File: src/hdl/mec_pkg.sv
// ============================================================================
// mec_pkg - shared types and constants for the escape-time colorizer
// Number formats, channel coefficients and controller state encodings.
// ============================================================================
package mec_pkg;

    // Default parameter values
    localparam int MAX_ITER_DEF  = 1000;
    localparam int FRAC_BITS_DEF = 28;
    localparam int Q_DEPTH_DEF   = 2;

    // Fixed widths
    localparam int IN_W    = 32;   // input point parts, Q4.28
    localparam int IN_FRAC = 28;
    localparam int Z_W     = 64;   // internal z and c
    localparam int HALF_W  = 32;   // multiplier operand width
    localparam int PROD_W  = 128;  // full square / cross product
    localparam int CNT_W   = 10;   // escape_count port
    localparam int COL_W   = 8;    // one color channel
    localparam int GAIN_W  = 13;   // widest channel gain (4335)

    // Color channel selector
    typedef enum logic [1:0] {
        CH_RED,
        CH_GREEN,
        CH_BLUE
    } t_chan;

    // Iteration controller states
    typedef enum logic [2:0] {
        IT_IDLE,
        IT_CHECK,
        IT_MUL,
        IT_SUM,
        IT_UPD,
        IT_PUSH
    } t_iter_st;

    // Shading controller states
    typedef enum logic [1:0] {
        SH_IDLE,
        SH_MUL,
        SH_DIV,
        SH_OUT
    } t_shd_st;

    // Gain of each channel: 255 times its polynomial weight (blue carries x2)
    function automatic logic [GAIN_W-1:0] chan_gain(input t_chan ch);
        case (ch)
            CH_RED:   chan_gain = GAIN_W'(2295);
            CH_GREEN: chan_gain = GAIN_W'(3825);
            CH_BLUE:  chan_gain = GAIN_W'(4335);
            default:  chan_gain = '0;
        endcase
    endfunction

    // Power of (M - n) in the channel polynomial; n takes the rest of four
    function automatic logic [1:0] chan_pow(input t_chan ch);
        case (ch)
            CH_RED:   chan_pow = 2'd1;
            CH_GREEN: chan_pow = 2'd2;
            CH_BLUE:  chan_pow = 2'd3;
            default:  chan_pow = 2'd0;
        endcase
    endfunction

    // Blue divides by twice M^4 to undo the doubled gain
    function automatic logic chan_half(input t_chan ch);
        case (ch)
            CH_BLUE: chan_half = 1'b1;
            default: chan_half = 1'b0;
        endcase
    endfunction

endpackage

File: src/hdl/mec_fifo.sv
// ============================================================================
// mec_fifo - short job queue
// Register FIFO between the iteration engine and the shading unit.
// ============================================================================
module mec_fifo
    import mec_pkg::*;
#(
    parameter int W     = 10,
    parameter int DEPTH = Q_DEPTH_DEF,     // two or more
    localparam int PW   = $clog2(DEPTH),
    localparam int LW   = $clog2(DEPTH + 1)
) (
    input  logic          i_clk,
    input  logic          i_rst_n,
    input  logic          i_push_valid,
    input  logic [W-1:0]  i_push_data,
    output logic          o_push_ready,
    output logic          o_pop_valid,
    output logic [W-1:0]  o_pop_data,
    input  logic          i_pop_ready,
    output logic [LW-1:0] o_level
);

    logic [W-1:0]  r_mem [DEPTH];
    logic [PW-1:0] r_wr, r_rd;
    logic [LW-1:0] r_level;
    logic          push_ok, pop_ok;

    assign o_push_ready = r_level != LW'(DEPTH);
    assign o_pop_valid  = r_level != '0;
    assign o_pop_data   = r_mem[r_rd];
    assign o_level      = r_level;
    assign push_ok      = i_push_valid && o_push_ready;
    assign pop_ok       = o_pop_valid && i_pop_ready;

    // Pointers and fill level
    always_ff @(posedge i_clk) begin
        if (!i_rst_n) begin
            r_wr    <= '0;
            r_rd    <= '0;
            r_level <= '0;
        end else begin
            if (push_ok) r_wr <= (r_wr == PW'(DEPTH - 1)) ? '0 : r_wr + PW'(1);
            if (pop_ok)  r_rd <= (r_rd == PW'(DEPTH - 1)) ? '0 : r_rd + PW'(1);
            if (push_ok && !pop_ok) begin
                r_level <= r_level + LW'(1);
            end else if (pop_ok && !push_ok) begin
                r_level <= r_level - LW'(1);
            end
        end
    end

    // Storage
    always_ff @(posedge i_clk) begin
        if (push_ok) r_mem[r_wr] <= i_push_data;
    end

endmodule

File: config.mk
export PLATFORM = sky130hd
export DESIGN_NAME = mec_fifo
export DESIGN_NICKNAME = d
export VERILOG_FILES = /design/src/hdl/mec_pkg.sv /design/src/hdl/mec_fifo.sv
export SDC_FILE = /design/constraint.sdc
export NUM_CORES = 1
export LEC_CHECK = 0
export BUFFER_PORTS_ARGS = -buffer_cell sky130_fd_sc_hd__buf_4
export CAP_MARGIN = 20
export CORE_MARGIN = 4
export CORE_UTILIZATION = 53
export CTS_BUF_LIST = sky130_fd_sc_hd__clkbuf_2
export DETAILED_ROUTE_END_ITERATION = 7
export PLACE_DENSITY = 0.9
export SLEW_MARGIN = 0
export SYNTH_ARGS = -nofsm -noshare
export SYNTH_HDL_FRONTEND = slang
export SYNTH_SLANG_ARGS = --single-unit
File: constraint.sdc
create_clock -name i_clk -period 2.8 [get_ports i_clk]
set_input_delay 0.28 -clock i_clk [delete_from_list [all_inputs] [get_ports i_clk]]
set_output_delay 0.28 -clock i_clk [all_outputs]
set_load 0.01 [all_outputs]
* Yosys cells after proc, flatten, opt, wreduce, memory -nomap -nowiden *
Memories as Yosys holds them, arrays and structs flattened. A register that Yosys moved wholly into a read port is not among the register bits.
Cells that the tools add are included.

word-level totals
  bits in registers = 4
  bits in writable memories = 20
  bits of input ports = 14
  output and inout bits = 14
  logic and storage cells = 25
  memories kept = 1

memory list
  name   words  width  rd ports  clocked after memory_dff  write ports  RTL line        text
  r_mem  2      10     1         1                         1            mec_fifo.sv:24  logic [W-1:0] r_mem [DEPTH];

cells by class
  add/sub/neg operators = 4
  equal/unequal tests = 1
  multiplexer cells = 8
  reduce and logical (&&, ||, !) cells = 8

operators with widths
  cell                   number
  $mux W1                6
  $logic_and A1 B1 Y1    4
  $mux W2                2
  $reduce_bool A2 Y1     2
  $add A1 B1 Y1 const B  2
  $add A2 B1 Y2 const B  1
  $logic_not A1 Y1       2
  $ne A2 B2 Y1 const B   1
  $sub A2 B1 Y2 const B  1

* Depth between registers and ports, before layout *
Gate-level depths: netlist (run 1).

  word-level depth = 6
  mapped depth = 6
  depth with buffers taken out = 6

* Worst setup path after synthesis (run 1) *
OpenSTA, ideal clock, no wires.

  path kind = flip-flop to flip-flop
  start = register r_level[0] (netlist: o_level[0])
  end = register r_level[1] (netlist: o_level[1])
  setup time = 0.070 ns
  arrival = 1.505 ns
  required time = 2.730 ns
  setup slack = 1.225 ns
  cell stages (with the launch flop) = 6
  buffers on the path = 0
  period minus slack after synthesis = 1.575 ns
  cells stage by stage = dfxtp_1 > nand2b_4 > and2_1 > ha_1 > or3_1 > a21oi_1

between the ends
  cells in the longest elaborated chain, start to end = 5
  elaborated cells on any way between the ends = 13
  those cells by class = add/sub (2); eq/ne (1); mux (2); reduce/logical (8)

ends and longest elaborated chain
  item                                 RTL line        text
  start: declaration                   mec_fifo.sv:26  logic [LW-1:0] r_level;
  start signal: assignment             mec_fifo.sv:46  r_level <= r_level + LW'(1);
  start signal: assignment             mec_fifo.sv:48  r_level <= r_level - LW'(1);
  $ne A2 B2 Y1 (*)                     mec_fifo.sv:29  assign o_push_ready = r_level != LW'(DEPTH);
  net o_push_ready                     mec_fifo.sv:17  output logic o_push_ready,
  $logic_and A1 B1 Y1 (*)              mec_fifo.sv:33  assign push_ok = i_push_valid && o_push_ready;
  net push_ok                          mec_fifo.sv:27  logic push_ok, pop_ok;
  $logic_not A1 Y1                     mec_fifo.sv:47  end else if (pop_ok && !push_ok) begin
  $logic_and A1 B1 Y1                  mec_fifo.sv:47
  $reduce_bool A2 Y1 (no source line)  --

Mark *: on every way through the listed nets, which the timed path passes. The rest lies on a longest branch. The select of a mux whose other input is x is not followed.
A chain may end at the register's enable or synchronous reset.

==> results of run 1 <==
==> through the flow <==
stage	util	std cells	area [um^2]	hold WS (ps)	setup slack, ps
finish	0.703	111	1200	105	1020
global route	0.703	111	1200	68.7	915
CTS	0.703	111	1200	106	996
detailed placement	0.692	107	1180	467	1190
global placement	0.692	107	1180	466	1270
floorplan	-	56	952	379	1230
==> placed cells by master, fill, tap and decap left out <==
cell type  netlist  routed
xor2_1           3       3
a21bo_2          1       1
ha_1             1       1
nor2_1           3       3
or2_2            1       1
and2_1           1       1
a21oi_1          2       2
and3_1           1       1
edfxtp_1        20      20
o21ai_0          2       2
dfxtp_1          5       5
nand2b_4         1       1
buf_4            0      27
inv_1            2       2
clkbuf_2         0       4
mux2_2          10      10
nand3b_1         1       1
or3_1            1       1
==> critical path: cells and delay by family, from the launching register on <==
kind	cells	cell delay (ps)
DFF	1	640
muxes	1	390
buffers and inverters	1	140
==> cell families after synthesis <==
family,Yosys count,synth area share
adders and majority gates,1,0.0131
and+or+nand+nor,9,0.0605
AOI/OAI and AO/OA,5,0.0315
buffers and inverters,3,0.0131
muxes,10,0.118
xor gates and xnor gates,3,0.0276
DFF,25,0.736
==> where the power goes <==
group / total [mW] / internal [mW] / switching (mW)
clock: 0.135 / 0.0378 / 0.0969
combinational: 0.344 / 0.196 / 0.149
sequential: 0.521 / 0.469 / 0.0512
total: 1.00 / 0.703 / 0.297
==> area by class of cell <==
| class | instances | area [um^2] |
|---|---|---|
| fillers | 115 | 507 |
| multi-input cells | 28 | 239 |
| clock buffers | 4 | 20.0 |
| inverters | 2 | 7.51 |
| repair buffers | 27 | 203 |
| flip-flops and latches | 25 | 701 |
| well taps | 25 | 31.3 |
==> registers in the layout, indices dropped and copies added (netlist names), named ones only <==
signal and count:
r_wr 1, o_level 2, r_rd 1, r_mem 20
==> routing by layer <==
metal	vias up	wire length (um)	global-route usage
li1	264	-	-
met1	267	565	0.146
met2	20	860	0.241
met3	3	98	0.0415
met4	0	27	0.0673
met5	-	0	0
==> path summary, 6_finish.rpt <==
kind                  startpoint            end  slack, ps  cells past startpoint
hold / removal    i_push_data[9]    r_mem[0][9]        100                      1
hold reg to reg             r_rd           r_rd        570                      2
setup reg to reg      o_level[0]     o_level[1]       1170                      5
setup / recovery            flop  o_pop_data[2]       1020                      2
==> flow_summary.json, run 1 <==
{
  "status": "finished clean",
  "synth_edf_count": 20,
  "critPathRequiredTime_ps": 2520,
  "hold_class": "primary input to flop",
  "ctsRootBufferMaster": "clkbuf_2",
  "ys_types": 17,
  "grt_overflow": 0,
  "antenna_left": 0,
  "crit_path_cell_trace": "mux2_2 -> buf_4",
  "drive_above_1_share": 0.512,
  "dp_hpwl_um": 1150,
  "wl_per_cell_um": 14.0,
  "ir_worst_vdd_mv": 0.628,
  "netlist_area_um2": 952,
  "drt_iter0_drc": 0,
  "leakagePower_nw": 0.482,
  "cp_max_fo": 10,
  "rsz0062_at_grt": "false",
  "power_density_nw_per_um2": 832,
  "crit_type": "flop to output port",
  "holdBufCountCts": 0,
  "synthArstFlopShare": 0,
  "total_power_mw": 1.00,
  "ys_seq_elements": 25,
  "fin_worst_skew_ps": 11.3,
  "avgSynthCellArea_um2": 17.0,
  "critPathCaptureType": "output port",
  "cts_tree": "built",
  "dieArea_um2": 2540,
  "fmax_mhz": 562,
  "synth-warning-count": 0,
  "syn-num-nets": 71,
  "synth_top_area_frac": 0.631,
  "yosysSeqAreaShare": 0.736,
  "cts_sinks": 25,
  "numCtsBuffers": 3,
  "io_pins": 28,
  "grt_pass1_wl_um": 2530,
  "drc": 0,
  "setup_viol": 0,
  "slew_viol_final": 0,
  "fin_crit_ps": 1780,
  "start_util": 0.558,
  "critPathLaunchType": "flop",
  "worst_pin_slew_ps": 469,
  "htreeDepth": 1,
  "routed_wl_um": 1550,
  "slowest_delay_ps": 640,
  "cts_setup_buffers": 0,
  "io_buffers": 27,
  "yosysMostFrequentCell": "edfxtp_1",
  "fp.dieH_um": 50.4,
  "cap_violations": 0,
  "core_region_area_um2": 1710,
  "vias_per_cell": 4.99,
  "clk_path_buf_depth": 2,
  "slew_headroom": 0.687,
  "syn2layout_area_growth_pct": 26.1,
  "ctsResizeCount": 0,
  "synth-main-ff-cell": "edfxtp_1",
  "first_pass_iters": 1,
  "cp_slowest_cell": "dfxtp_1",
  "synth_top_area_cell": "edfxtp_1",
  "synth_area_leaders": "edfxtp_1 63%, mux2_2 12%, dfxtp_1 11%",
  "finalHoldViolations": 0,
  "tns_ps": 0,
  "fin_nets": 102,
  "clock_latency_ps": 340,
  "syn_inst": 56,
  "antenna_cells": 0,
  "gp_congestion": 0.705,
  "clkSlewWorstSetupHoldPaths_ps": 210,
  "die_w_um": 50.4,
  "grt_pass1_vias": 577,
  "synth_commonest_cells": "20 x edfxtp_1, 10 x mux2_2, 5 x dfxtp_1, 3 x nor2_1, 3 x xor2_1",
  "antenna_found_initial": 0,
  "num_vias": 554,
  "arrival_ps": 1500,
  "rows": 15,
  "grt_max_degree": 14,
  "layout_worst_path_cycle_share": 0.636,
  "grt_usage": 0.137
}
Power figures use the tool's default switching activity.
==> run 2, diff against run 1 <==
--- a/config.mk
+++ b/config.mk
@@ -8,10 +8,10 @@
 export BUFFER_PORTS_ARGS = -buffer_cell sky130_fd_sc_hd__buf_4
 export CAP_MARGIN = 20
 export CORE_MARGIN = 4
-export CORE_UTILIZATION = 53
+export CORE_UTILIZATION = 52
 export CTS_BUF_LIST = sky130_fd_sc_hd__clkbuf_2
 export DETAILED_ROUTE_END_ITERATION = 7
-export PLACE_DENSITY = 0.9
+export PLACE_DENSITY = 0.88
 export SLEW_MARGIN = 0
 export SYNTH_ARGS = -nofsm -noshare
 export SYNTH_HDL_FRONTEND = slang
==> constraint.sdc (replaced) <==
create_clock -name i_clk -period 1.7 [get_ports i_clk]
set_input_delay 0.17 -clock i_clk [delete_from_list [all_inputs] [get_ports i_clk]]
set_output_delay 0.17 -clock i_clk [all_outputs]
set_load 0.01 [all_outputs]
==> flow_summary.json, run 2 (synthesized netlist as in run 1, its figures left out) <==
{
  "rsz0062_at_grt": "false",
  "gp_congestion": 0.670,
  "fmax_mhz": 619,
  "leakagePower_nw": 0.524,
  "wl_met3_um": 82,
  "wl_met1_um": 625,
  "hold_class": "primary input to flop",
  "arrival_ps": 1910,
  "wl_per_cell_um": 13.1,
  "dr.max_layer_used": "met4",
  "rows": 15,
  "routed_wl_um": 1580,
  "vias_per_cell": 4.92,
  "place_inst": 107,
  "drc": 0,
  "slew_headroom": 0.696,
  "cts_tree": "built",
  "finalHoldViolations": 0,
  "dp_hpwl_um": 1120,
  "power_density_nw_per_um2": 1280,
  "tns_ps": 0,
  "drive_above_1_share": 0.490,
  "instances_no_fill": 121,
  "num_vias": 595,
  "fin_crit_ps": 1610,
  "final_common_cell": "buf_4",
  "antenna_left": 0,
  "largest_register_ffs": 20,
  "grt_pass1_wl_um": 2710,
  "numCtsBuffers": 3,
  "first_pass_iters": 2,
  "dr_wl_met2_um": 839,
  "start_util": 0.551,
  "grt_overflow": 0,
  "ctsRootBufferMaster": "clkbuf_2",
  "cts_sinks": 25,
  "grt_max_degree": 15,
  "fin_nets": 112,
  "grt_pass1_vias": 658,
  "drt_iter0_drc": 2,
  "syn2layout_area_growth_pct": 37.1,
  "clkSlewWorstSetupHoldPaths_ps": 220,
  "critPathLaunchType": "flop",
  "cts_setup_buffers": 0,
  "total_power_mw": 1.67,
  "ir_worst_vdd_mv": 0.925,
  "status": "finished clean",
  "antenna_found_initial": 0,
  "layout_worst_path_cycle_share": 0.950,
  "grt_usage": 0.142,
  "htreeDepth": 1,
  "dieArea_um2": 2580,
  "core_region_area_um2": 1730,
  "final_cell_mix": "27 x buf_4, 20 x edfxtp_1, 10 x mux2_2, 10 x dlygate4sd3_1",
  "multi_input_area_um2": 239,
  "regArea_um2": 704,
  "io_buffers": 27,
  "slew_viol_final": 0,
  "clk_path_buf_depth": 2,
  "top_register": "r_mem",
  "cp_max_fo": 6,
  "worst_pin_slew_ps": 456,
  "die_w_um": 50.8,
  "critPathRequiredTime_ps": 1990,
  "critPathCaptureType": "flop",
  "setup_viol": 0,
  "fin_worst_skew_ps": 6.56,
  "cap_violations": 0,
  "clock_latency_ps": 340,
  "antenna_cells": 0,
  "crit_type": "flop to flop",
  "fp.dieH_um": 50.8,
  "io_pins": 28,
  "nFillCells": 121
}
==> run 2: cell types whose count changed in the layout (fill, tap and decap cells not counted) <==
cell           before  now
dlygate4sd3_1       0   10
dfxtp_1             5    2
dfxtp_2             0    3
clkbuf_2            4    3
clkinv_2            0    1
o21ai_0             2    1
o21ai_1             0    1
==> run 2: per-stage QoR <==
stage / hold WS (ps) / setup slack (ps) / area, um^2 / util
2_1_floorplan: 269 / 125 / 952 / -
3_3_place_gp: 356 / 174 / 1180 / 0.684
3_5_place_dp: 358 / 69.6 / 1180 / 0.684
4_1_cts: 96.9 / 39.5 / 1300 / 0.754
5_1_grt: 84.1 / 28.1 / 1310 / 0.756
6_report: 115 / 85.7 / 1310 / 0.756
==> run 2: what timing repair did <==
| item | CTS | global route |
|---|---|---|
| gates resized for setup | 1 | 3 |
| hold buffers | 10 | 0 |
| setup endpoints to repair | 3 | 1 |
| hold endpoints to repair | 20 | 0 |
==> run 2: power by group <==
group / switching [mW] / internal [mW]
Sequential: 0.0828 / 0.780
Clock: 0.169 / 0.0533
Combinational: 0.251 / 0.339
==> run 2: area by class of cell <==
| cell class | count | area share |
|---|---|---|
| flip-flops and latches | 25 | 0.540 |
| repair buffers | 37 | 0.232 |
| multi-input cells | 28 | 0.183 |
| well taps | 25 | 0.0240 |
| clock buffers | 3 | 0.0115 |
| inverters | 2 | 0.00575 |
| clock inverters | 1 | 0.00384 |
==> run 2: final timing paths <==
check	start	end	slack [ps]	cells after the start
hold reg to reg	o_level[1]	o_level[1]	540	2
setup reg to reg	o_level[0]	o_level[1]	90	5
setup / recovery	o_level[0]	o_level[1]	90	5
hold / removal	i_push_valid	r_wr	110	3
==> run 2: layer usage <==
| layer | track usage | vias to the layer above |
|---|---|---|
| met5 | 0 | - |
| met4 | 0.0673 | 0 |
| met3 | 0.0297 | 5 |
| met2 | 0.263 | 21 |
| met1 | 0.153 | 283 |
| li1 | - | 286 |
==> run 2: critical path, stage by stage, from the launching register on <==
cell and delay (ps):
dfxtp_2 400, nand2b_4 160, and2_1 160, ha_1 330
or3_1 380, a21oi_1 140
