$ cat config.mk
export PLATFORM = sky130hd
export DESIGN_NAME = mec_shade_flat
export DESIGN_NICKNAME = d
export VERILOG_FILES = /design/src/hdl/mec_pkg.sv /design/src/hdl/mec_ifs.sv /design/src/hdl/mec_shade.sv /design/src/flat_wrapper.sv
export SDC_FILE = /design/constraint.sdc
export NUM_CORES = 2
export LEC_CHECK = 0
export BUFFER_PORTS_ARGS = -buffer_cell sky130_fd_sc_hd__buf_2
export CORE_ASPECT_RATIO = 1.25
export CORE_MARGIN = 2
export CORE_UTILIZATION = 30
export CTS_CLUSTER_DIAMETER = 40
export CTS_CLUSTER_SIZE = 40
export DETAILED_ROUTE_END_ITERATION = 8
export PLACE_DENSITY = 0.48
export SLEW_MARGIN = 20
export SYNTH_ARGS = -nofsm -noshare
export SYNTH_HDL_FRONTEND = slang
export SYNTH_SLANG_ARGS = --single-unit
export TNS_END_PERCENT = 5
$ cat constraint.sdc
create_clock -name i_clk -period 9.6 [get_ports i_clk]
set_clock_uncertainty 0.15 [all_clocks]
set_input_delay 0.48 -clock i_clk [delete_from_list [all_inputs] [get_ports i_clk]]
set_output_delay 0.48 -clock i_clk [all_outputs]
set_load 0.1 [all_outputs]
$ cat src/hdl/mec_pkg.sv
// ============================================================================
// mec_pkg - shared types and constants for the escape-time colorizer
// Number formats, channel coefficients and controller state encodings.
// ============================================================================
package mec_pkg;

    // Default parameter values
    localparam int MAX_ITER_DEF  = 1000;
    localparam int FRAC_BITS_DEF = 28;
    localparam int Q_DEPTH_DEF   = 2;

    // Fixed widths
    localparam int IN_W    = 32;   // input point parts, Q4.28
    localparam int IN_FRAC = 28;
    localparam int Z_W     = 64;   // internal z and c
    localparam int HALF_W  = 32;   // multiplier operand width
    localparam int PROD_W  = 128;  // full square / cross product
    localparam int CNT_W   = 10;   // escape_count port
    localparam int COL_W   = 8;    // one color channel
    localparam int GAIN_W  = 13;   // widest channel gain (4335)

    // Color channel selector
    typedef enum logic [1:0] {
        CH_RED,
        CH_GREEN,
        CH_BLUE
    } t_chan;

    // Iteration controller states
    typedef enum logic [2:0] {
        IT_IDLE,
        IT_CHECK,
        IT_MUL,
        IT_SUM,
        IT_UPD,
        IT_PUSH
    } t_iter_st;

    // Shading controller states
    typedef enum logic [1:0] {
        SH_IDLE,
        SH_MUL,
        SH_DIV,
        SH_OUT
    } t_shd_st;

    // Gain of each channel: 255 times its polynomial weight (blue carries x2)
    function automatic logic [GAIN_W-1:0] chan_gain(input t_chan ch);
        case (ch)
            CH_RED:   chan_gain = GAIN_W'(2295);
            CH_GREEN: chan_gain = GAIN_W'(3825);
            CH_BLUE:  chan_gain = GAIN_W'(4335);
            default:  chan_gain = '0;
        endcase
    endfunction

    // Power of (M - n) in the channel polynomial; n takes the rest of four
    function automatic logic [1:0] chan_pow(input t_chan ch);
        case (ch)
            CH_RED:   chan_pow = 2'd1;
            CH_GREEN: chan_pow = 2'd2;
            CH_BLUE:  chan_pow = 2'd3;
            default:  chan_pow = 2'd0;
        endcase
    endfunction

    // Blue divides by twice M^4 to undo the doubled gain
    function automatic logic chan_half(input t_chan ch);
        case (ch)
            CH_BLUE: chan_half = 1'b1;
            default: chan_half = 1'b0;
        endcase
    endfunction

endpackage

$ cat src/hdl/mec_ifs.sv


interface mec_color_if;
    logic       valid;
    logic       ready;
    logic [9:0] escape_count;
    logic [7:0] red;
    logic [7:0] green;
    logic [7:0] blue;

    modport source (output valid, output escape_count, output red, output green,
                    output blue, input ready);
    modport sink   (input valid, input escape_count, input red, input green,
                    input blue, output ready);
endinterface

$ cat src/hdl/mec_shade.sv
// ============================================================================
// mec_shade - polynomial colorizer
// Forms k*(M-n)^p*n^(4-p) with one narrow multiplier over four steps, then
// divides by M^4, or 2*M^4 for blue, with a reciprocal multiply and one
// compare-and-subtract fix-up, for red, green and blue in turn.
// ============================================================================
module mec_shade
    import mec_pkg::*;
#(
    parameter int MAX_ITER = MAX_ITER_DEF,
    localparam int CW      = $clog2(MAX_ITER + 1)
) (
    input  logic          i_clk,
    input  logic          i_rst_n,
    input  logic          i_pop_valid,
    input  logic [CW-1:0] i_pop_count,
    output logic          o_pop_ready,
    mec_color_if.source   o_color
);

    localparam int NUM_W = GAIN_W + 4 * CW;
    localparam logic [NUM_W-1:0] MW  = NUM_W'(MAX_ITER);
    localparam logic [NUM_W-1:0] M4  = MW * MW * MW * MW;
    localparam logic [NUM_W-1:0] DV1 = M4;          // red, green
    localparam logic [NUM_W-1:0] DV2 = M4 << 1;     // blue

    // Reciprocal divide: the numerator drops SH low bits, the estimate is at
    // most one short and a single compare against the divisor fixes it
    localparam int LG1  = $clog2(DV1 + NUM_W'(1)) - 1;     // floor(log2(DV1))
    localparam int SH   = (LG1 >= 2) ? LG1 - 2 : 0;
    localparam int RT   = NUM_W + 2;
    localparam int PH_W = NUM_W - SH;
    localparam int RC_W = RT - LG1 + 1;
    localparam logic [RT:0] ONE_RT = (RT+1)'(1) << RT;
    localparam logic [RT:0] RCP1   = ONE_RT / (RT+1)'(DV1);
    localparam logic [RT:0] RCP2   = ONE_RT / (RT+1)'(DV2);

    t_shd_st r_state, n_state;

    t_chan             r_ch;
    logic [CW-1:0]     r_n;
    logic [NUM_W-1:0]  r_acc, r_num;
    logic [2:0]        r_k;
    logic [COL_W-1:0]  r_q, r_red, r_green, r_blue;

    logic              r_ov;
    logic [CNT_W-1:0]  r_o_cnt;
    logic [COL_W-1:0]  r_o_red, r_o_green, r_o_blue;

    logic                   in_set, last_mul, last_div, load;
    logic [CW-1:0]          factor;
    logic [NUM_W-1:0]       prod;
    logic [RC_W-1:0]        rcp;
    logic [NUM_W-1:0]       dvs, q_mul, num_left;
    logic [PH_W+RC_W-1:0]   est;
    logic [COL_W-1:0]       q_est, q_fix;
    t_chan                  ch_next;

    assign in_set   = i_pop_count >= CW'(MAX_ITER);
    assign last_mul = r_k == 3'd3;
    assign last_div = r_k == 3'd1;
    assign factor   = (r_k < {1'b0, chan_pow(r_ch)}) ? CW'(MAX_ITER) - r_n : r_n;
    assign prod     = r_acc[NUM_W-CW-1:0] * factor;
    assign load     = (r_state == SH_OUT) && (!r_ov || o_color.ready);

    // Quotient estimate, then one correction step
    assign rcp      = chan_half(r_ch) ? RC_W'(RCP2) : RC_W'(RCP1);
    assign dvs      = chan_half(r_ch) ? DV2 : DV1;
    assign est      = r_num[NUM_W-1:SH] * rcp;
    assign q_est    = COL_W'(est >> (RT - SH));
    assign q_mul    = NUM_W'(r_q) * dvs;
    assign num_left = r_num - q_mul;
    assign q_fix    = r_q + COL_W'(num_left >= dvs);

    always_comb begin
        case (r_ch)
            CH_RED:   ch_next = CH_GREEN;
            CH_GREEN: ch_next = CH_BLUE;
            default:  ch_next = CH_RED;
        endcase
    end

    // State register
    always_ff @(posedge i_clk) begin
        if (!i_rst_n) begin
            r_state <= SH_IDLE;
        end else begin
            r_state <= n_state;
        end
    end

    // Next state
    always_comb begin
        n_state = r_state;
        case (r_state)
            SH_IDLE: if (i_pop_valid) n_state = in_set ? SH_OUT : SH_MUL;
            SH_MUL:  if (last_mul) n_state = SH_DIV;
            SH_DIV:  if (last_div) n_state = (r_ch == CH_BLUE) ? SH_OUT : SH_MUL;
            SH_OUT:  if (load) n_state = SH_IDLE;
            default: n_state = SH_IDLE;
        endcase
    end

    // Queue handshake
    always_comb begin
        o_pop_ready = (r_state == SH_IDLE);
    end

    // Shading datapath
    always_ff @(posedge i_clk) begin
        case (r_state)
            SH_IDLE: begin
                r_n     <= i_pop_count;
                r_ch    <= CH_RED;
                r_acc   <= NUM_W'(chan_gain(CH_RED));
                r_k     <= '0;
                r_red   <= '0;
                r_green <= '0;
                r_blue  <= '0;
            end
            SH_MUL: begin
                r_acc <= prod;
                if (last_mul) begin
                    r_k   <= '0;
                    r_num <= prod;
                end else begin
                    r_k <= r_k + 3'd1;
                end
            end
            SH_DIV: begin
                if (last_div) begin
                    case (r_ch)
                        CH_RED:   r_red   <= q_fix;
                        CH_GREEN: r_green <= q_fix;
                        default:  r_blue  <= q_fix;
                    endcase
                    r_ch  <= ch_next;
                    r_acc <= NUM_W'(chan_gain(ch_next));
                    r_k   <= '0;
                end else begin
                    r_q <= q_est;
                    r_k <= r_k + 3'd1;
                end
            end
            default: begin
            end
        endcase
    end

    // Output register
    always_ff @(posedge i_clk) begin
        if (!i_rst_n) begin
            r_ov <= 1'b0;
        end else if (load) begin
            r_ov <= 1'b1;
        end else if (o_color.ready) begin
            r_ov <= 1'b0;
        end
    end

    always_ff @(posedge i_clk) begin
        if (load) begin
            r_o_cnt   <= CNT_W'(r_n);
            r_o_red   <= r_red;
            r_o_green <= r_green;
            r_o_blue  <= r_blue;
        end
    end

    assign o_color.valid        = r_ov;
    assign o_color.escape_count = r_o_cnt;
    assign o_color.red          = r_o_red;
    assign o_color.green        = r_o_green;
    assign o_color.blue         = r_o_blue;

endmodule

$ cat src/flat_wrapper.sv
// flat-port wrapper written by rule: the top's interface ports become plain ports
module mec_shade_flat import mec_pkg::*;
#(
    parameter int MAX_ITER = MAX_ITER_DEF,
    localparam int CW      = $clog2(MAX_ITER + 1)
)
  (i_clk, i_rst_n, i_pop_valid, i_pop_count, o_pop_ready, o_color_valid, o_color_escape_count, o_color_red, o_color_green, o_color_blue, o_color_ready);
  mec_color_if o_color_i ();
  input  logic i_clk;
  input  logic i_rst_n;
  input  logic i_pop_valid;
  input  logic [CW-1:0] i_pop_count;
  output logic o_pop_ready;
  output wire logic [$bits(o_color_i.valid)-1:0] o_color_valid;
  output wire logic [$bits(o_color_i.escape_count)-1:0] o_color_escape_count;
  output wire logic [$bits(o_color_i.red)-1:0] o_color_red;
  output wire logic [$bits(o_color_i.green)-1:0] o_color_green;
  output wire logic [$bits(o_color_i.blue)-1:0] o_color_blue;
  input wire logic [$bits(o_color_i.ready)-1:0] o_color_ready;
  assign o_color_valid = o_color_i.valid;
  assign o_color_escape_count = o_color_i.escape_count;
  assign o_color_red = o_color_i.red;
  assign o_color_green = o_color_i.green;
  assign o_color_blue = o_color_i.blue;
  assign o_color_i.ready = o_color_ready;
  mec_shade #(.MAX_ITER(MAX_ITER)) u_core (.i_clk(i_clk), .i_rst_n(i_rst_n), .i_pop_valid(i_pop_valid), .i_pop_count(i_pop_count), .o_pop_ready(o_pop_ready), .o_color(o_color_i));
endmodule
-- After elaboration in Yosys (flattened, before gate mapping)
Cells that the tools add are included.
- bitwise operators: 1
- equal/unequal tests: 16
- multiply operators: 3
- magnitude comparators: 3
- reductions and logical operators: 18
- $add $sub $neg: 4
- muxes and demuxes: 32
- operators with widths (cell ; count):
    43-bit one-hot mux with 3 select lines ; 1
    53-bit greater-or-equal comparator ; 1
    43-bit by 10-bit multiplier with 53-bit output ; 1
    8-bit by 53-bit multiplier with 53-bit output ; 1
    53-bit subtractor ; 1
    8-bit 2-to-1 mux ; 6
    8-bit one-hot mux with 2 select lines ; 3
    43-bit 2-to-1 mux ; 1
    41-bit 2-to-1 mux ; 1
    13-bit one-hot mux with 3 select lines ; 1
    16-bit by 17-bit multiplier with 26-bit output ; 1
    16-bit 2-to-1 mux ; 1
    2-bit 2-to-1 mux ; 7
    10-bit greater-or-equal comparator, second input constant ; 1
    10-bit 2-to-1 mux ; 1
    10-bit subtractor, first input constant ; 1
    3-bit one-hot mux with 3 select lines ; 1
    3-bit AND reduction ; 3
    8-bit by 1-bit adder with 8-bit output ; 1
    2-bit equality test, second input constant ; 4
    2-bit != test, second input constant ; 4
    2-bit one-hot mux with 2 select lines ; 2
    2-bit one-hot mux with 4 select lines ; 1
    2-bit AND reduction ; 4
    18 further kinds ; 28
- output and inout bits: 36
- flip-flop bits (word level): 180
- input bits: 14
- logic and storage cells: 92

-- Logic depth before layout (Yosys ltp)
- word-level depth: 10
- mapped depth: 37
- mapped depth without buffers: 36

-- Worst setup path after synthesis
OpenSTA, ideal clock, no wires.
- kind: register to register
- start: register u_core.r_ch[0]
- end: register u_core.r_blue[6] (data pin)
- data arrival time: 7536 ps
- cell stages (with the launch flop): 36
- data required time: 9177 ps
- path buffers: 1
- setup time: 273 ps
- setup slack: 1641 ps
- clock period less this slack: 7959 ps
- cells stage by stage: edfxtp_1 -> inv_1 -> ha_1 -> clkbuf_1 -> nand2_1 -> a21boi_1 -> inv_1 -> ha_1 -> inv_1 -> ha_1 -> inv_1 -> fa_1 -> inv_1 -> fa_1 -> inv_1 -> ha_1 -> a21o_1 -> and2_1 -> nor3_1 -> o21bai_1 -> xor2_1 -> ha_1 -> and4_1 -> a2111oi_0 -> a311o_1 -> a32oi_1 -> o2111ai_1 -> a211oi_2 -> a2111oi_1 -> o2111ai_2 -> ha_1 -> ha_1 -> and3_1 -> nand3_1 -> xnor2_1 -> nor2_1
- cells in the longest elaborated chain, start to end: 10
- ends and longest elaborated chain (what ; RTL line ; RTL):
    from (decl) ; mec_shade.sv:40 ; t_chan r_ch;
    from (signal assigned) ; mec_shade.sv:137 ; r_ch <= ch_next;
    2-bit equality test (*) ; mec_pkg.sv:69 ; case (ch)
    1-bit 2-to-1 mux (*) ; mec_pkg.sv:69 ;
    41-bit 2-to-1 mux (*) ; mec_shade.sv:68 ; assign dvs = chan_half(r_ch) ? DV2 : DV1;
    8-bit by 53-bit multiplier with 53-bit output ; mec_shade.sv:71 ; assign q_mul = NUM_W'(r_q) * dvs;
    53-bit subtractor ; mec_shade.sv:72 ; assign num_left = r_num - q_mul;
    53-bit greater-or-equal comparator (*) ; mec_shade.sv:73 ; assign q_fix = r_q + COL_W'(num_left >= dvs);
    8-bit by 1-bit adder with 8-bit output (*) ; mec_shade.sv:73 ;
    8-bit 2-to-1 mux (*) ; mec_shade.sv:132 ; case (r_ch)
    8-bit 2-to-1 mux (*) ; mec_shade.sv:131 ; if (last_div) begin
    8-bit one-hot mux with 2 select lines (*) ; mec_shade.sv:111 ; case (r_state)
    to (signal assigned) ; mec_shade.sv:135 ; default: r_blue <= q_fix;
    to (decl) ; mec_shade.sv:44 ; logic [COL_W-1:0] r_q, r_red, r_green, r_blue;
Mark *: on every way between the ends. The rest lies on a longest branch, timed or not. The select of a mux whose other input is x is not followed.
A chain may end at the register's enable or synchronous reset.

-- Worst setup path after layout
- start: register u_core.r_ch[0]
- end: register u_core.r_num[50] (data pin)
- cells in the longest elaborated chain, start to end: 5
- elaborated cells between the ends (all ways): 7
- those cells by class: mul (1); order compare (1); eq/ne (2); mux (2); reduce/logical (1)
- ends and longest elaborated chain (what ; RTL line ; RTL):
    2-bit equality test, or another cell as far along ; mec_pkg.sv:59 ; case (ch)
    2-bit one-hot mux with 3 select lines (*) ; mec_pkg.sv:59 ;
    3-bit by 2-bit less-than comparator with 1-bit output (*) ; mec_shade.sv:62 ; assign factor = (r_k < {1'b0, chan_pow(r_ch)}) ? CW'(MAX_ITER) - r_n : r_n;
    10-bit 2-to-1 mux (*) ; mec_shade.sv:62 ;
    43-bit by 10-bit multiplier with 53-bit output (*) ; mec_shade.sv:63 ; assign prod = r_acc[NUM_W-CW-1:0] * factor;
    named net u_core.prod[50] ; mec_shade.sv:52 ; logic [NUM_W-1:0] prod;
    to (signal assigned) ; mec_shade.sv:125 ; r_num <= prod;
    to (decl) ; mec_shade.sv:42 ; logic [NUM_W-1:0] r_acc, r_num;
The timed path passes the listed nets; every way through them passes the cells marked *.

==> flow_summary.yaml <==
critical_path:
  worst-path-buf-inv: 4
  cp_top_family: "adder cells"
  crit_path_end_kind: "register"
  r2r_cells: 26
  worstPathArrival_ps: 8930
  slowest_stage: "xnor2_2"
  slowest_delay_ps: 860
  path_depth: 26
  path_class: "register to register"
  crit_required_ps: 9640
  start_kind: "register"
  critical_path.startpoint: "u_core.r_ch[0]"
  crit_top_cell: "fa_1"
  r2r-start: "u_core.r_ch[0]"
  crit_fanout: 24
place:
  pre_cts_ws_ps: 788.0
  gp_congestion: 0.9017
  placed_cells: 4565
  port_buffers: 49
  dp_hpwl_um: 67080
synthesis:
  syn-num-nets: 4134
  syn_area_um2: 31190
  synth_edf_count: 177
  ys_types: 77
  yosys-top-cells-count: "813 x inv_1, 554 x fa_1, 323 x nand2_1"
  ys_seq_area_share_pct: 17.23
  synthCells: 3259
  synth_top_area_share_pct: 35.56
  syn_area_per_cell_um2: 9.571
  synth.ff_latch_count: 180
  synth_most_common_cell: "inv_1"
  yosysTopAreaCell: "fa_1"
  synthTopCellsByArea: "fa_1 36%, edfxtp_1 17%, ha_1 12%, inv_1 9.8%, nand2_1 3.9%"
  synth-main-ff-cell: "edfxtp_1"
  yosysWarnings: 0
  async_flop_share_pct: 0
worst_hold_path:
  hp-class: "input port to register"
  worstHoldPathCells: 1
  worstHoldStart: "i_pop_count[1]"
global_route:
  grt_max_degree: 54
  grt_pass1_vias: 23647
  grtUsageTotal_pct: 15.61
  grt_pass1_wl_um: 130900
  antenna_found_initial: 0
  grt_overflow_total: 0
timing:
  setup_viol_count_final: 0
  rsz0062_at_grt: "no"
  worst_pin_slew_ps: 1089
  layout_setup_ws_ps: 716.7
  slew_violations: 0
  min_period_ps: 8883
  max_freq_mhz: 112.6
  hold_violations: 0
  period_share_pct: 92.53
  fin_tns_setup_ps: 0
  timing.slew.headroom_pct: 27.05
route:
  routed_wl_um: 80320
  post_drt_wl_per_cell_um: 17.47
  drtPass1Iterations: 5
  vias: 21158
  final_antenna_net_count: 0
  viasPerCell: 4.603
  drtIter0Drc: 877
  drc: 0
floorplan:
  die_y_um: 364.5
  core_region_area_um2: 103400
  dieWidth_um: 292.4
  io_pins: 50
  rows: 132
  start_util_pct: 30.17
  die_area_um2: 106600
final_layout:
  final_cells: 4597
  antenna_cells: 0
  fillCellCount: 10885
  final_util_pct: 32.51
  area_growth_pct: 7.742
  nNetsFinal: 4119
  drive_above_1_share_pct: 4.513
cts:
  cts_buffers: 17
  clock_latency_ps: 450
  cts.path.max_buffers: 2
  cts_root_buffer: "clkbuf_16"
  hold_buffers: 0
  cts_resized: 0
  htree_levels: 4
  clkTransAtPathRegs_ps: 70
  postCtsSetupBuffers: 0
  cts_sinks: 180
  cts_tree: "yes"
outcome:
  status: "complete, no violations"
flow_run:
  cap_violations: 0
## flip-flops by register name (all words and copies together) (netlist names)
name,count
u_core.o_color.blue,8
u_core.o_color.escape_count,10
u_core.o_color.green,8
u_core.o_color.red,8
u_core.o_color.valid,1
u_core.r_acc,43
u_core.r_blue,8
u_core.r_ch,2
u_core.r_green,8
u_core.r_k,3
u_core.r_n,10
u_core.r_num,53
u_core.r_q,8
u_core.r_red,8
u_core.r_state,2
## per-stage QoR
stage               cell area [µm²]  hold slack, ps
floorplan                     31190           250.3
global placement              33050           251.1
detailed placement            33050           255.6
CTS                           33610           27.77
global route                  33610           38.61
finish                        33610           60.91
## metal layers
| layer | track usage [%] | part of all wire (%) | up-vias |
|---|---|---|---|
| li1 | - | - | 9955 |
| met1 | 19.60 | 44 | 10918 |
| met2 | 29.13 | 52 | 205 |
| met3 | 0.8818 | 1.5 | 80 |
| met4 | 3.881 | 2.3 | 0 |
| met5 | 0 | 0 | - |
## worst paths after layout
check | slack (ps) | to
worst max-delay path | 720 | u_core.r_num[50]
worst min-delay path | 60 | u_core.r_n[1]
worst max register to register | 720 | u_core.r_num[50]
worst min register to register | 270 | u_core.o_color.green[2]
## cells in the final DEF, fill, tap and decap left out, types with 4 or more instances in the layout
cell type  instances
inv_1            813
fa_1             554
nand2_1          323
ha_1             307
edfxtp_1         177
nor2b_1          139
nor2_1           118
a21oi_1           96
and2_1            91
xnor2_1           71
a21o_1            68
buf_2             49
o21ai_0           45
and3_1            42
buf_4             31
xor2_1            26
nand3_1           25
nor3_1            23
o21ai_1           17
o21a_1            17
clkbuf_16         17
nand2b_1          16
o21bai_1          15
or2_2             14
o211ai_1          13
nand4_1           12
a211oi_1           8
o31ai_1            7
inv_6              7
a21boi_0           5
o2111ai_1          5
a31oi_1            5
or3_1              5
mux2i_1            5
a311oi_1           5
xnor2_2            4
xor2_4             4
or4_1              4
a221oi_1           4
## area by class of cell
class	instances	area, µm²	share of cell area (%)
timing repair buffer	80	478.0	1.422
multi-input combinational	2152	22460	66.84
sequential	180	5375	15.99
inverter	813	3052	9.080
tap	1340	1677	4.989
clock buffer	17	425.4	1.266
clock inverter	15	136.4	0.4058
## logic make-up (layout without fill, tap and decap cells)
family                     count (synthesis)  after routing  synth area share (%)
DFF                                      180            180                 17.23
AOI/OAI and AO/OA                        348            348                 7.389
and+or+nand+nor                          829            829                 12.99
muxes                                      6              6                0.1966
xor gates and xnor gates                 108            108                 3.165
buffers and inverters                    927            925                 11.16
adders and majority gates                861            861                 47.87
Power is left out: the tool's default activity adds up to more than one toggle a clock period on the data nets, which glitch-free logic cannot reach.
